`src/mrrc_fifo.sv`:
```
// Short query queue between the input port and the sequencer.
`default_nettype none
module mrrc_fifo #(
  parameter int unsigned Depth = 4,
  parameter int unsigned Width = 8
) (
  input  wire logic             clk_i,
  input  wire logic             rst_ni,
  input  wire logic             push_valid_i,
  output logic                  push_ready_o,
  input  wire logic [Width-1:0] push_data_i,
  output logic                  pop_valid_o,
  input  wire logic             pop_ready_i,
  output logic [Width-1:0]      pop_data_o
);
  localparam int unsigned PtrW = $clog2(Depth);
  localparam int unsigned CntW = $clog2(Depth + 1);

  logic [Width-1:0] mem_q [Depth];
  logic [PtrW-1:0]  wr_q, rd_q;
  logic [CntW-1:0]  cnt_q;
  logic             push, pop;

  assign push_ready_o = (cnt_q != CntW'(Depth));
  assign pop_valid_o  = (cnt_q != '0);
  assign pop_data_o   = mem_q[rd_q];
  assign push = push_valid_i && push_ready_o;
  assign pop  = pop_valid_o && pop_ready_i;

  // Entry storage needs no reset.
  always_ff @(posedge clk_i) begin
    if (push) begin
      mem_q[wr_q] <= push_data_i;
    end
  end

  // Pointers and fill count.
  always_ff @(posedge clk_i or negedge rst_ni) begin
    if (!rst_ni) begin
      wr_q  <= '0;
      rd_q  <= '0;
      cnt_q <= '0;
    end else begin
      if (push) begin
        wr_q <= (wr_q == PtrW'(Depth - 1)) ? '0 : wr_q + PtrW'(1);
      end
      if (pop) begin
        rd_q <= (rd_q == PtrW'(Depth - 1)) ? '0 : rd_q + PtrW'(1);
      end
      if (push && !pop) begin
        cnt_q <= cnt_q + CntW'(1);
      end else if (pop && !push) begin
        cnt_q <= cnt_q - CntW'(1);
      end
    end
  end
endmodule
`default_nettype wire

```
`config.mk`:
```
export PLATFORM = sky130hd
export DESIGN_NAME = mrrc_fifo
export DESIGN_NICKNAME = d
export VERILOG_FILES = /design/src/mrrc_fifo.sv
export SDC_FILE = /design/constraint.sdc
export NUM_CORES = 1
export LEC_CHECK = 0
export BUFFER_PORTS_ARGS = -buffer_cell sky130_fd_sc_hd__buf_2
export CELL_PAD_IN_SITES_DETAIL_PLACEMENT = 1
export CELL_PAD_IN_SITES_GLOBAL_PLACEMENT = 2
export CORE_MARGIN = 4
export CORE_UTILIZATION = 42
export DETAILED_ROUTE_END_ITERATION = 7
export PLACE_DENSITY = 0.74
export SYNTH_ARGS = -nofsm -noshare
export SYNTH_HDL_FRONTEND = slang
export SYNTH_SLANG_ARGS = --single-unit
```
`constraint.sdc`:
```
create_clock -name clk_i -period 2.3 [get_ports clk_i]
set_input_delay 0.115 -clock clk_i [delete_from_list [all_inputs] [get_ports clk_i]]
set_output_delay 0.115 -clock clk_i [all_outputs]
set_load 0.01 [all_outputs]
```
==> metrics.md <==
| Metric | Value |
|---|---|
| CTS Buffer Depth | 2 |
| Max Cap Violations | 0 |
| RSZ-0062 raised after global routing | no |
| Core area | 3660 sq um |
| CTS Sinks | 39 |
| CTS tree | done |
| Root buf cell | clkbuf_8 |
| Post-synthesis sequential area ratio | 71.3% |
| LEAKAGE | 0.699 nW |
| Initial Utilization | 43.5% |
| P&R area growth vs syn | 15.7% |
| Startpoint types | flip-flop |
| Drt total wl | 2650 um |
| FP Rows | 22 |
| Worst hold path class | in2reg |
| Setup Viol. Count Final | 0 |
| Syn Inst Count | 78 |
| CP Data Required Time | 2.51 ns |
| Clk pin slew, worst setup/hold paths | 0.07 ns |
| Vias | 780 |
| Flip-flop and latch area | 1140 sq um |
| Synth Register Bits | 39 |
| Area of the multi-input gates | 440 sq um |
| Final Cycle Share | 93.5% |
| Fillers | 344 |
| Residual DRC | 0 |
| Min Tclk post-route | 2.15 ns |
| Post-Route Setup TNS | 0 ns |
| # H-tree levels | 2 |
| Crit path DAT | 2.36 ns |
| Slew headroom | 59.1% |
| Total CTS buffers | 5 |
| Worst skew pair latency | 0.28 ns |
| WL met2 | 1410 um |
| Avg Cell Area, Syn | 20.4 sq um |
| Inserted Diodes | 0 |
| Nets | 124 |
| Syn Nets | 97 |
| Final Hold Fails | 0 |
| Detail Route Antenna Nets | 0 |
| Ys Warns | 0 |
| DR vias/cell | 5.06 |
| Clk_skew | 0.00108 ns |
| VDD IR-drop max | 0.656 mV |
| DP HPWL | 1870 um |
| Tightest Pin Transition | 0.614 ns |
| First-pass DRT Iterations | 4 |
| Initial antenna violation count | 0 |
| Top layer in use | met4 |
| Worst Setup End Kind | flip-flop |
| PortBufs | 21 |
| Cell variety after synth | 18 |
| Upper clock frequency limit | 465 MHz |
| Met1 Wirelength | 1090 um |
| Vias in the first global route | 871 |
| Routed WL per cell | 17.2 um |
| Cell area after synthesis | 1590 sq um |
| Placed cells | 145 |
| 1st-iter DRT viols | 40 |
| Cell area power density | 1230 nW/um^2 |
| Die area | 4840 sq um |
| Remaining Overflow, GRT | 0 |
| Routability Congestion | 0.655 |
| CP Class | reg2reg |
| Pin count of the biggest net entering global routing | 12 |
| Num ports | 22 |
| First-pass GRT wire length | 4480 um |
| Worst-path fanout max | 4 |
| Wire length on met3 | 113 um |
| Die Ht | 69.6 um |
| Die X | 69.6 um |
| Global Route Usage Sum | 12.5% |
| Post-Layout Cell Count | 154 |
| Max-slew violations | 0 |
| Status | completed |
| Proportion of layout cells with a drive suffix above 1 | 45.3% |
[metrics by stage]
step	cell area [sq um]	power, mW	hold slack [ns]	setup slack (ns)	utilization (%)
4_1_cts	1840	2.32	0.0418	0.0878	50.3
3_3_place_gp	1750	1.85	-0.0432	0.153	47.8
2_1_floorplan	1590	1.63	-0.181	0.202	-
6_report	1840	2.27	0.0479	0.150	50.4
5_1_grt	1840	2.44	0.0432	0.00930	50.4
3_5_place_dp	1750	1.89	-0.0377	0.0922	47.8
[power breakdown]
part / switching [mW] / internal (mW)
clock: 0.220 / 0.213
sequential: 0.162 / 0.956
combinational: 0.315 / 0.408
total: 0.697 / 1.58
[area by class of cell]
cell class,instances,share of cell area (%)
inverter,3,0.611
multi-input combinational,34,23.9
clock inverter,1,0.271
timing repair buffer,22,6.24
sequential,39,61.6
clock buffer,7,4.14
tap,48,3.26
[cell usage in the layout, fill, tap and decap left out, types with 2 or more instances in the layout]
cell type / n
dfrtp_1: 7
xor2_1: 2
inv_1: 3
and3_2: 4
clkbuf_8: 5
mux2_4: 2
edfxtp_1: 32
nor2_1: 3
mux4_2: 8
mux2_2: 3
clkbuf_1: 2
buf_2: 21
ha_1: 6
[logic make-up after synthesis]
| logic type | share of synthesized area, % |
|---|---|
| flip-flops | 71.3 |
| multiplexers | 15.3 |
| AND/OR/NAND/NOR | 4.55 |
| adder cells (fa/ha/maj) | 5.97 |
| buffers and inverters | 1.26 |
| XOR/XNOR | 1.65 |
[metal layers]
metal  vias to the layer above  track usage (%)
met5                         -                0
met4                         0             5.21
met3                         4             4.49
met2                        17             20.7
met1                       404             14.6
li1                        355                -
[sequential cells by signal, indices dropped and copies added, names as in the netlist]
signal	flops
mem_q	32
cnt_q	3
rd_q	2
wr_q	2
[synth_stat cells]
| master | number | share of area (%) |
|---|---|---|
| nand2_1 | 1 | 0.24 |
| fa_1 | 1 | 1.3 |
| mux2_4 | 2 | 1.9 |
| xnor2_1 | 1 | 0.55 |
| edfxtp_1 | 32 | 60 |
| mux2_2 | 3 | 2.1 |
| buf_2 | 1 | 0.31 |
| dfrtp_1 | 7 | 11 |
| xor2_1 | 2 | 1.1 |
| buf_1 | 1 | 0.24 |
| and3_2 | 4 | 1.9 |
| inv_1 | 3 | 0.71 |
| or3b_4 | 1 | 0.71 |
| and2_4 | 1 | 0.55 |
| nor2_1 | 3 | 0.71 |
| ha_1 | 6 | 4.7 |
| or3_2 | 1 | 0.47 |
| mux4_2 | 8 | 11 |
[worst paths after layout]
check,end,slack [ns],cells after the start,startpoint
max reg2reg,cnt_q[2],0.15,8,cnt_q[0]
max,cnt_q[2],0.15,8,cnt_q[0]
min,mem_q[3][7],0.05,1,push_data_i[7]
min in group asynchronous,cnt_q[1],0.20,2,rst_ni
min reg2reg,cnt_q[2],0.50,1,cnt_q[2]
max in group asynchronous,rd_q[0],1.94,2,rst_ni
[critical path, stage by stage (launching register included)]
cell	delay, ns
dfrtp_1	0.43
or3_2	0.49
nand2_2	0.12
ha_1	0.19
inv_1	0.06
fa_1	0.38
xor2_1	0.16
nor2_1	0.11
xor2_1	0.14
[what timing repair did]
item | CTS | global route
hold buffers | 1 | 0
setup buffers | 0 | 0
hold endpoints to repair | 7 | 0
endpoints found under the setup margin | 0 | 1
resized for setup | 0 | 1
No activity file was read; power rests on OpenSTA's default activity.
